==> config.mk <==
export PLATFORM = sky130hd
export DESIGN_NAME = cht_hash
export DESIGN_NICKNAME = d
export VERILOG_FILES = /design/src/rtl/cht_pkg.sv /design/src/rtl/cht_hash.sv
export SDC_FILE = /design/constraint.sdc
export NUM_CORES = 1
export LEC_CHECK = 0
export BUFFER_PORTS_ARGS = -buffer_cell sky130_fd_sc_hd__buf_2
export CAP_MARGIN = 20
export CORE_MARGIN = 8
export CORE_UTILIZATION = 30
export CTS_CLUSTER_DIAMETER = 150
export DETAILED_ROUTE_END_ITERATION = 12
export PLACE_DENSITY_LB_ADDON = 0.08
export SLEW_MARGIN = 20
export SYNTH_ARGS = -nofsm -noshare
export SYNTH_HDL_FRONTEND = slang
export SYNTH_SLANG_ARGS = --single-unit
export TNS_END_PERCENT = 5
==> constraint.sdc <==
create_clock -name clk -period 7.9 [get_ports clk]
set_input_delay 2.37 -clock clk [delete_from_list [all_inputs] [get_ports clk]]
set_output_delay 2.37 -clock clk [all_outputs]
set_load 0.02 [all_outputs]
==> src/rtl/cht_pkg.sv <==
package cht_pkg;

  localparam int NUM_BUCKETS  = 64;
  localparam int BUCKET_DEPTH = 4;
  localparam int KEY_BYTES    = 8;
  localparam int REF_BITS     = 16;

  localparam int KEY_W      = 8 * KEY_BYTES;
  localparam int LEN_W      = $clog2(KEY_BYTES + 1);
  localparam int BUCKET_W   = (NUM_BUCKETS > 1) ? $clog2(NUM_BUCKETS) : 1;
  localparam int SUM_W      = BUCKET_W + 3;
  localparam int CNT_W      = $clog2(BUCKET_DEPTH + 1);
  localparam int IDX_W      = (BUCKET_DEPTH > 1) ? $clog2(BUCKET_DEPTH) : 1;
  localparam int SLOT_COUNT = NUM_BUCKETS * BUCKET_DEPTH;
  localparam int SLOT_W     = (SLOT_COUNT > 1) ? $clog2(SLOT_COUNT) : 1;
  localparam int ENTRY_W    = KEY_W + LEN_W + REF_BITS;

  typedef logic [BUCKET_W-1:0] bucket_t;
  typedef bucket_t byte_mod_t [256];

  // residue of every byte value modulo the bucket count
  function automatic byte_mod_t build_byte_mod();
    byte_mod_t t;
    for (int i = 0; i < 256; i++) begin
      t[i] = BUCKET_W'(i % NUM_BUCKETS);
    end
    return t;
  endfunction

  localparam byte_mod_t BYTE_MOD = build_byte_mod();

  typedef enum logic [1:0] {
    STATUS_INSERTED  = 2'd0,
    STATUS_FOUND     = 2'd1,
    STATUS_NOT_FOUND = 2'd2,
    STATUS_FULL      = 2'd3
  } status_t;

  typedef enum logic {
    MODE_INSERT = 1'b0,
    MODE_LOOKUP = 1'b1
  } mode_t;

  typedef enum logic [2:0] {
    ST_IDLE,
    ST_SUM,
    ST_MOD,
    ST_CNT,
    ST_DEC,
    ST_CMP,
    ST_DONE
  } state_t;

  typedef struct packed {
    logic [KEY_W-1:0]    key;
    logic [LEN_W-1:0]    len;
    logic [REF_BITS-1:0] item_ref;
  } entry_t;

endpackage

==> src/rtl/cht_hash.sv <==
module cht_hash import cht_pkg::*; (
  input  logic             clk,
  input  logic             load,
  input  logic [KEY_W-1:0] key,
  output bucket_t          bucket
);

  localparam logic [SUM_W-1:0] N1 = SUM_W'(NUM_BUCKETS);
  localparam logic [SUM_W-1:0] N2 = SUM_W'(2 * NUM_BUCKETS);
  localparam logic [SUM_W-1:0] N4 = SUM_W'(4 * NUM_BUCKETS);

  logic [SUM_W-1:0] sum, sum_next;
  logic [SUM_W-1:0] r1, r2, r3;

  // per-byte residues summed, stays below eight times the bucket count
  always_comb begin
    sum_next = '0;
    for (int i = 0; i < KEY_BYTES; i++) begin
      sum_next = sum_next + SUM_W'(BYTE_MOD[key[i*8 +: 8]]);
    end
  end

  always_ff @(posedge clk) begin
    if (load) begin
      sum <= sum_next;
    end
  end

  // three restoring steps bring the sum below the bucket count
  always_comb begin
    r1 = (sum >= N4) ? sum - N4 : sum;
    r2 = (r1 >= N2) ? r1 - N2 : r1;
    r3 = (r2 >= N1) ? r2 - N1 : r2;
  end

  assign bucket = r3[BUCKET_W-1:0];

endmodule

==> qor.yml, run 1 <==
outcome:
  status: "complete, no violations"
clock_network:
  cts_tree: "built"
  clockBufferDepth: 2
  cts_sinks: 6
  postCtsHoldBufs: 0
  numCtsBuffers: 3
  post_cts_resized: 0
  post_cts.repair.setup_buffers: 0
  cts_max_level: 1
  cts-root-buf: "clkbuf_8"
  clkTransAtPathRegs_ns: 0.03
floorplanning:
  core-area_mm2: 0.00363
  die_w_um: 77.4
  io_pins: 72
  rows: 22
  die_height_um: 77.4
  start_util: 0.312
  die_area_mm2: 0.00600
yosys:
  syn_nets: 204
  yosysTopAreaCell: "fa_1"
  post-synth-top-count-cell: "inv_1"
  synthArstFlopShare: 0
  synth_seq_cells: 6
  netlist_area_mm2: 0.00113
  synth_ff_type: "edfxtp_1"
  ys_types: 8
  synth_edf_count: 6
  synth.top_cell.area_share: 0.477
  yosysSeqAreaShare: 0.159
  synth.avg_cell_area_um2: 10.8
  ys_top_cells_by_count: "inv_1, fa_1, xnor2_1, edfxtp_1, ha_1"
  synthTopCellsByArea: "fa_1, inv_1, edfxtp_1, xnor2_1, ha_1"
  yosys_warnings: 0
  syn_inst: 105
layout:
  area_growth_pct: 33.3
  largest_reg_flops: 6
  reg_top3: "sum: 6 flops"
  fin_util: 0.415
  nets: 264
  n_antenna_cell: 0
  drive_gt1_frac: 0.356
  top_register: "sum"
  fill_cells: 385
  design_area_mm2: 0.00151
global_route:
  grt_overflow: 0
  grt_pass1_wl_um: 3810
  grt_pass1_vias: 1011
  antenna_found_initial: 0
  grt_max_degree: 7
  grtUsageTotal: 0.0739
route:
  drc: 0
  dr.max_layer_used: "met3"
  first_pass_iters: 2
  met2_length_um: 1200
  vias: 797
  wl_per_cell_um: 9.73
  wirelength_um: 2050
  route.met3.wl_um: 151
  ant_nets: 0
  drtIter0Drc: 5
  wl_met1_um: 706
  avgViaCountPerCell: 3.78
timing:
  setup_viol: 0
  setup_tns_ns: 0
  finalCritPeriodShare: 0.755
  hold_viol: 0
  fmax_mhz: 168
  fin_crit_ns: 5.97
  grt_setup_unrepaired: "false"
  slew_viol_final: 0
  slew_headroom: 0.859
  worst_pin_slew_ns: 0.210
  whs_ns: 2.46
placed_design:
  place.gp.congestion: 0.688
  dp_hpwl_um: 2030
  port_buffers: 55
  placed_cell_area_mm2: 0.00147
run:
  cap_violations: 0
worst_setup_path:
  end_kind: "flop"
  cp_max_fo: 2
  cp-start-kind: "primary input"
  critPathKind: "primary input to flop"
  cp.arrival_ns: 5.93
  required_ns: 7.86
power:
  p_per_area_mw_per_mm2: 270
  leakage_nw: 0.854
  ir_drop_mv: 0.135
min_path:
  hold_path.class: "primary input to flop"
routing by layer:
layer  global-route usage  vias to the layer above
met4               0.0113                        0
met3               0.0311                        0
met5                    0                        -
li1                     -                      396
met1               0.0705                      370
met2                0.145                       31
kinds of logic (layout without fill, tap and decap cells):
| family | Yosys count | in the layout | share of synthesized area |
|---|---|---|---|
| compound gates | 2 | 2 | 0.0110 |
| xor+xnor | 14 | 14 | 0.120 |
| fa+ha+maj | 33 | 33 | 0.544 |
| buf+inv | 50 | 108 | 0.166 |
| flops | 6 | 6 | 0.159 |
report_power, final:
part | switching (mW) | internal, mW
registers | 0.00281 | 0.0698
logic | 0.144 | 0.146
clock network | 0.0114 | 0.0326
metrics by stage:
step                      std cells  worst slack, ns  total power, mW
after detailed placement        208             1.65            0.374
final                           211             1.93            0.407
after global placement          208             1.67            0.372
after CTS                       211             1.89            0.421
after global routing            211             1.69            0.468
after floorplan                 105             1.88            0.304
path summary, 6_finish.rpt:
check	start	endpoint	slack, ns	depth (start not counted)
setup / recovery	key[3]	sum[5]$_DFFE_PP_	1.93	14
hold / removal	load	sum[0]$_DFFE_PP_	2.46	1
cells in the final DEF (no fill, tap or decap), drive strengths merged:
cell,n
clkbuf,3
xnor2,13
inv,50
a21oi,1
xnor3,1
edfxtp,6
buf,55
fa,27
a21o,1
ha,6
critical path, stage by stage:
cell and delay, ns:
buf_2 0.07, inv_1 0.04, fa_1 0.52, inv_1 0.06, fa_1 0.50, fa_1 0.54
inv_1 0.05, fa_1 0.59, inv_1 0.06, ha_1 0.28, a21o_1 0.15, a21oi_1 0.13
xnor3_1 0.42, xnor2_1 0.14
area by class of cell:
cell class | count | area (um2) | area share
inverter | 50 | 188 | 0.124
clock buffer | 3 | 41.3 | 0.0274
tap | 48 | 60.1 | 0.0398
multi-input combinational | 49 | 764 | 0.507
timing repair buffer | 55 | 275 | 0.182
sequential | 6 | 180 | 0.119
Note: power is estimated with default switching activity, not from simulation.
==> inputs of run 2 (changes only) <==
clock period = 5.05 ns   (was 7.9 ns; I/O delays follow)
==> run 2 against run 1 <==
Net effect: clock-buffer cell count did not move; core utilization rose by 0.72 points; critical path depth did not move; critical path type unchanged.
==> qor.yml, run 2 (same netlist as run 1, synthesis figures left out) <==
route:
  avgViaCountPerCell: 3.84  # +1.7%
  met2_length_um: 1100  # -8.3%
  first_pass_iters: 2  # unchanged
  drtIter0Drc: 10  # +5
  vias: 822  # +3.1%
  dr.max_layer_used: "met4"
  route.met3.wl_um: 185  # +23%
  wl_met1_um: 671  # -5.0%
  drc: 0  # unchanged
  wirelength_um: 1970  # -4.2%
  wl_per_cell_um: 9.19  # -5.5%
  ant_nets: 0  # unchanged
clock_network:
  cts_tree: "built"
  cts_max_level: 1  # unchanged
  clockBufferDepth: 2  # unchanged
  numCtsBuffers: 3  # unchanged
  cts-root-buf: "clkbuf_8"
  clkTransAtPathRegs_ns: 0.04  # about the same
  postCtsHoldBufs: 0  # unchanged
  post_cts_resized: 0  # unchanged
  post_cts.repair.setup_buffers: 0  # unchanged
  cts_sinks: 6  # unchanged
timing:
  setup_viol: 0  # unchanged
  worst_pin_slew_ns: 0.216  # +0.00565 ns
  slew_viol_final: 0  # unchanged
  fin_crit_ns: 4.84
  finalCritPeriodShare: 0.958
  hold_viol: 0  # unchanged
  slew_headroom: 0.855  # -0.00379
  setup_ws_ns: 0.213  # -1.72 ns
  grt_setup_unrepaired: "false"
  fmax_mhz: 207
floorplanning:
  core-area_mm2: 0.00363  # unchanged
  die_height_um: 77.4  # unchanged
  die_area_mm2: 0.00600  # unchanged
  die_w_um: 77.4  # unchanged
  io_pins: 72  # unchanged
  start_util: 0.312  # unchanged
  rows: 22  # unchanged
placed_design:
  placed_cell_area_mm2: 0.00149  # +1.5%
  post-place-ws_ns: -0.127  # -1.78 ns
  port_buffers: 55  # unchanged
  dp_hpwl_um: 1940  # -4.5%
  place.gp.congestion: 0.686  # -0.28%
layout:
  drive_gt1_frac: 0.373  # +0.0177
  final_cell_mix: "buf_2, inv_1, fa_1"
  reg_top3: "sum: 6 flops"
  largest_reg_flops: 6  # unchanged
  design_area_mm2: 0.00154  # +1.7%
  nets: 267  # +1.1%
  final_common_cell: "buf_2"
  area_growth_pct: 35.6
  n_antenna_cell: 0  # unchanged
  top_register: "sum"
global_route:
  grt_overflow: 0  # unchanged
  grt_pass1_wl_um: 3660  # -4.0%
  grtUsageTotal: 0.0720  # -0.00194
  antenna_found_initial: 0  # unchanged
  grt_pass1_vias: 980  # -3.1%
  grt_max_degree: 7  # unchanged
worst_setup_path:
  cpPeakStageDelay_ns: 0.54  # -0.05 ns
  cp_max_fo: 2  # unchanged
  end_kind: "flop"
  critPathSlowestCell: "fa_1"
  critPathKind: "primary input to flop"
  crit_path_cell_trace: "buf_2, inv_1, fa_1, inv_1, fa_1, fa_1, inv_1, fa_1, inv_1, ha_1, a21o_1, a21oi_2, xnor3_1, xnor2_1"
  cp-start-kind: "primary input"
  required_ns: 5.01  # -2.85 ns
  cp.arrival_ns: 4.80  # -1.13 ns
power:
  combPwrFrac: 0.730  # +0.017
  p_per_area_mw_per_mm2: 443  # +64%
  p_seq_frac: 0.167  # -0.012
  p_sw_mw: 0.261  # +65%
  leakage_nw: 0.869  # +1.8%
  ir_drop_mv: 0.167  # +24%
  clkPwrFrac: 0.104  # -0.004
  internal-power_mw: 0.419  # +68%
  netSwitchingFraction: 0.383  # -0.00461
run:
  cap_violations: 0  # unchanged
min_path:
  hold_path.class: "primary input to flop"
outcome:
  status: "complete, no violations"
[run 2: cell types whose count changed in the layout (fill, tap and decap cells not counted)]
cell	delta
a21oi_2	+1
a21oi_1	-1
buf_4	+3
[run 2: per-layer routing]
layer	track usage	up-vias
li1	-	402
met1	0.0677	386
met2	0.137	32
met3	0.0369	2
met4	0.0113	0
met5	0	-
[run 2: cell type report]
| class | instances | area [um2] |
|---|---|---|
| Clock buffer | 3 | 41.3 |
| Tap cell | 48 | 60.1 |
| Inverter | 50 | 188 |
| Sequential cell | 6 | 180 |
| Fill cell | 387 | 2100 |
| Timing Repair Buffer | 58 | 298 |
| Multi-Input combinational cell | 49 | 768 |
[run 2: per-stage QoR]
| step | util | hold WS, ns | setup TNS, ns | cells | total power, mW |
|---|---|---|---|---|---|
| 5_1_grt | 0.423 | 1.62 | 0 | 214 | 0.782 |
| 3_5_place_dp | 0.410 | 1.84 | -0.127 | 211 | 0.616 |
| 6_report | 0.423 | 1.61 | 0 | 214 | 0.680 |
| 2_1_floorplan | - | 1.63 | 0 | 105 | 0.471 |
| 3_3_place_gp | 0.410 | 1.83 | -0.134 | 211 | 0.613 |
| 4_1_cts | 0.421 | 1.62 | 0 | 214 | 0.692 |
[run 2: worst max-delay path, delay by kind of cell]
kind | cells | cell delay [ns]
buf+inv | 5 | 0.27
xor+xnor | 2 | 0.38
fa+ha+maj | 5 | 2.35
compound gates | 2 | 0.28
[run 2: path summary, 6_finish.rpt]
kind,to,cells past startpoint,slack [ns],start
hold / removal,sum[1]$_DFFE_PP_,1,1.61,load
setup / recovery,sum[5]$_DFFE_PP_,14,0.21,key[27]
[run 2: power by group through the flow]
stage,sequential [mW],combinational (mW),clock [mW]
2_1_floorplan,0.148,0.323,0
3_3_place_gp,0.115,0.498,0
3_5_place_dp,0.114,0.501,0
4_1_cts,0.114,0.505,0.0725
5_1_grt,0.115,0.589,0.0773
6_report,0.113,0.496,0.0704
==> inputs of run 3 (changes only) <==
clock period = 5.5 ns   (was 5.05 ns; I/O delays follow)
==> run 3 against run 2 <==
Net effect: clock-buffer cell count did not move; non-clock buffer count down 2; critical path depth stayed put; clock power shrank 10%; sequential share of layout area is 0.15 points higher; via count decreased by 3.2%; final area shrank 1.2%; critical path type unchanged; critical endpoint unchanged.
==> qor.yml, run 3 (same netlist as run 1, synthesis figures left out) <==
timing:
  hold_viol: 0  # unchanged
  setup_viol: 0  # unchanged
  grt_setup_unrepaired: "false"
  finalCritPeriodShare: 0.948
  fin_crit_ns: 5.21
  slew_headroom: 0.867  # +0.0113
  setup_tns_ns: 0  # unchanged
  fmax_mhz: 192
  slew_viol_final: 0  # unchanged
  worst_pin_slew_ns: 0.199  # -0.0168 ns
global_route:
  grt_pass1_vias: 1033  # +5.4%
  grtUsageTotal: 0.0754  # +0.00337
  grt_overflow: 0  # unchanged
  grt_pass1_wl_um: 3850  # +5.3%
  grt_max_degree: 7  # unchanged
  antenna_found_initial: 0  # unchanged
placed_design:
  port_buffers: 55  # unchanged
  dp_cells: 209  # -0.95%
  dp_hpwl_um: 2060  # +6.0%
  place.gp.congestion: 0.687  # +0.13%
worst_setup_path:
  cp-start-kind: "primary input"
  critPathKind: "primary input to flop"
  end_kind: "flop"
  cp_max_fo: 2  # unchanged
  required_ns: 5.46  # +0.45 ns
  cp.arrival_ns: 5.17  # +0.37 ns
clock_network:
  clkTransAtPathRegs_ns: 0.03  # about the same
  cts_tree: "built"
  postCtsHoldBufs: 0  # unchanged
  cts_max_level: 1  # unchanged
  cts-root-buf: "clkbuf_8"
  clockBufferDepth: 2  # unchanged
  post_cts.repair.setup_buffers: 0  # unchanged
  post_cts_resized: 0  # unchanged
  numCtsBuffers: 3  # unchanged
  cts_sinks: 6  # unchanged
floorplanning:
  core-area_mm2: 0.00363  # unchanged
  start_util: 0.312  # unchanged
  io_pins: 72  # unchanged
  rows: 22  # unchanged
  die_height_um: 77.4  # unchanged
  die_area_mm2: 0.00600  # unchanged
  die_w_um: 77.4  # unchanged
min_path:
  hold_path.class: "primary input to flop"
layout:
  area_growth_pct: 33.9
  drive_gt1_frac: 0.360  # -0.0137
  reg_top3: "sum: 6 flops"
  largest_reg_flops: 6  # unchanged
  final_cell_mix: "buf_2, inv_1, fa_1"
  fin_cells: 212  # -0.93%
  final_common_cell: "buf_2"
  top_register: "sum"
  nets: 265  # -0.75%
  n_antenna_cell: 0  # unchanged
route:
  first_pass_iters: 2  # unchanged
  ant_nets: 0  # unchanged
  wl_per_cell_um: 9.72  # +5.8%
  drc: 0  # unchanged
  vias: 796  # -3.2%
  avgViaCountPerCell: 3.75  # -2.2%
  drtIter0Drc: 9  # -1
  wirelength_um: 2060  # +4.8%
outcome:
  status: "complete, no violations"
power:
  p_per_area_mw_per_mm2: 391  # -12%
  ir_drop_mv: 0.139  # -17%
  leakage_nw: 0.859  # -1.2%
run:
  cap_violations: 0  # unchanged
-- run 3: cell types whose count changed in the layout (fill, tap and decap cells not counted) --
cell / delta
a21oi_1: +1
a21oi_2: -1
buf_4: -2
-- run 3: final timing paths --
check,start,endpoint,slack [ns],cells past startpoint
worst max-delay path,key[3],sum[5]$_DFFE_PP_,0.29,14
worst min-delay path,load,sum[1]$_DFFE_PP_,1.74,1
-- run 3: worst max-delay path, stage by stage --
cell and delay [ns]:
buf_2 0.07, inv_1 0.04, fa_1 0.53, inv_1 0.06
fa_1 0.51, fa_1 0.54, inv_1 0.05, fa_1 0.55
inv_1 0.05, ha_1 0.27, a21o_1 0.15, a21oi_1 0.14
xnor3_1 0.42, xnor2_1 0.14
-- run 3: layout make-up --
class	instances	area (um2)
inverters	50	188
well taps	48	60.1
repair buffers	56	283
clock buffers	3	41.3
multi-input cells	49	764
flip-flops and latches	6	180
fillers	380	2120
-- run 3: per-layer routing --
layer,wire length (um),part of all wire,vias up,global-route usage
li1,-,-,398,-
met1,701,0.34,367,0.0711
met2,1220,0.59,31,0.147
met3,140,0.068,0,0.0300
met4,0,0,0,0.0170
met5,0,0,-,0
-- run 3: report_power, final --
group          internal, mW  total [mW]  switching [mW]
sequential            0.100       0.105         0.00465
combinational         0.219       0.425           0.206
clock                0.0468      0.0633          0.0165
-- run 3: through the flow --
step                area, um2  hold WS, ns   util  setup slack, ns  total power, mW
floorplan                1130         1.76      -            0.200            0.437
global placement         1480         1.96  0.406           0.0369            0.545
detailed placement       1480         1.97  0.406           0.0100            0.549
CTS                      1520         1.74  0.417            0.246            0.616
global route             1520         1.75  0.417           0.0790            0.682
finish                   1520         1.74  0.417            0.286            0.593
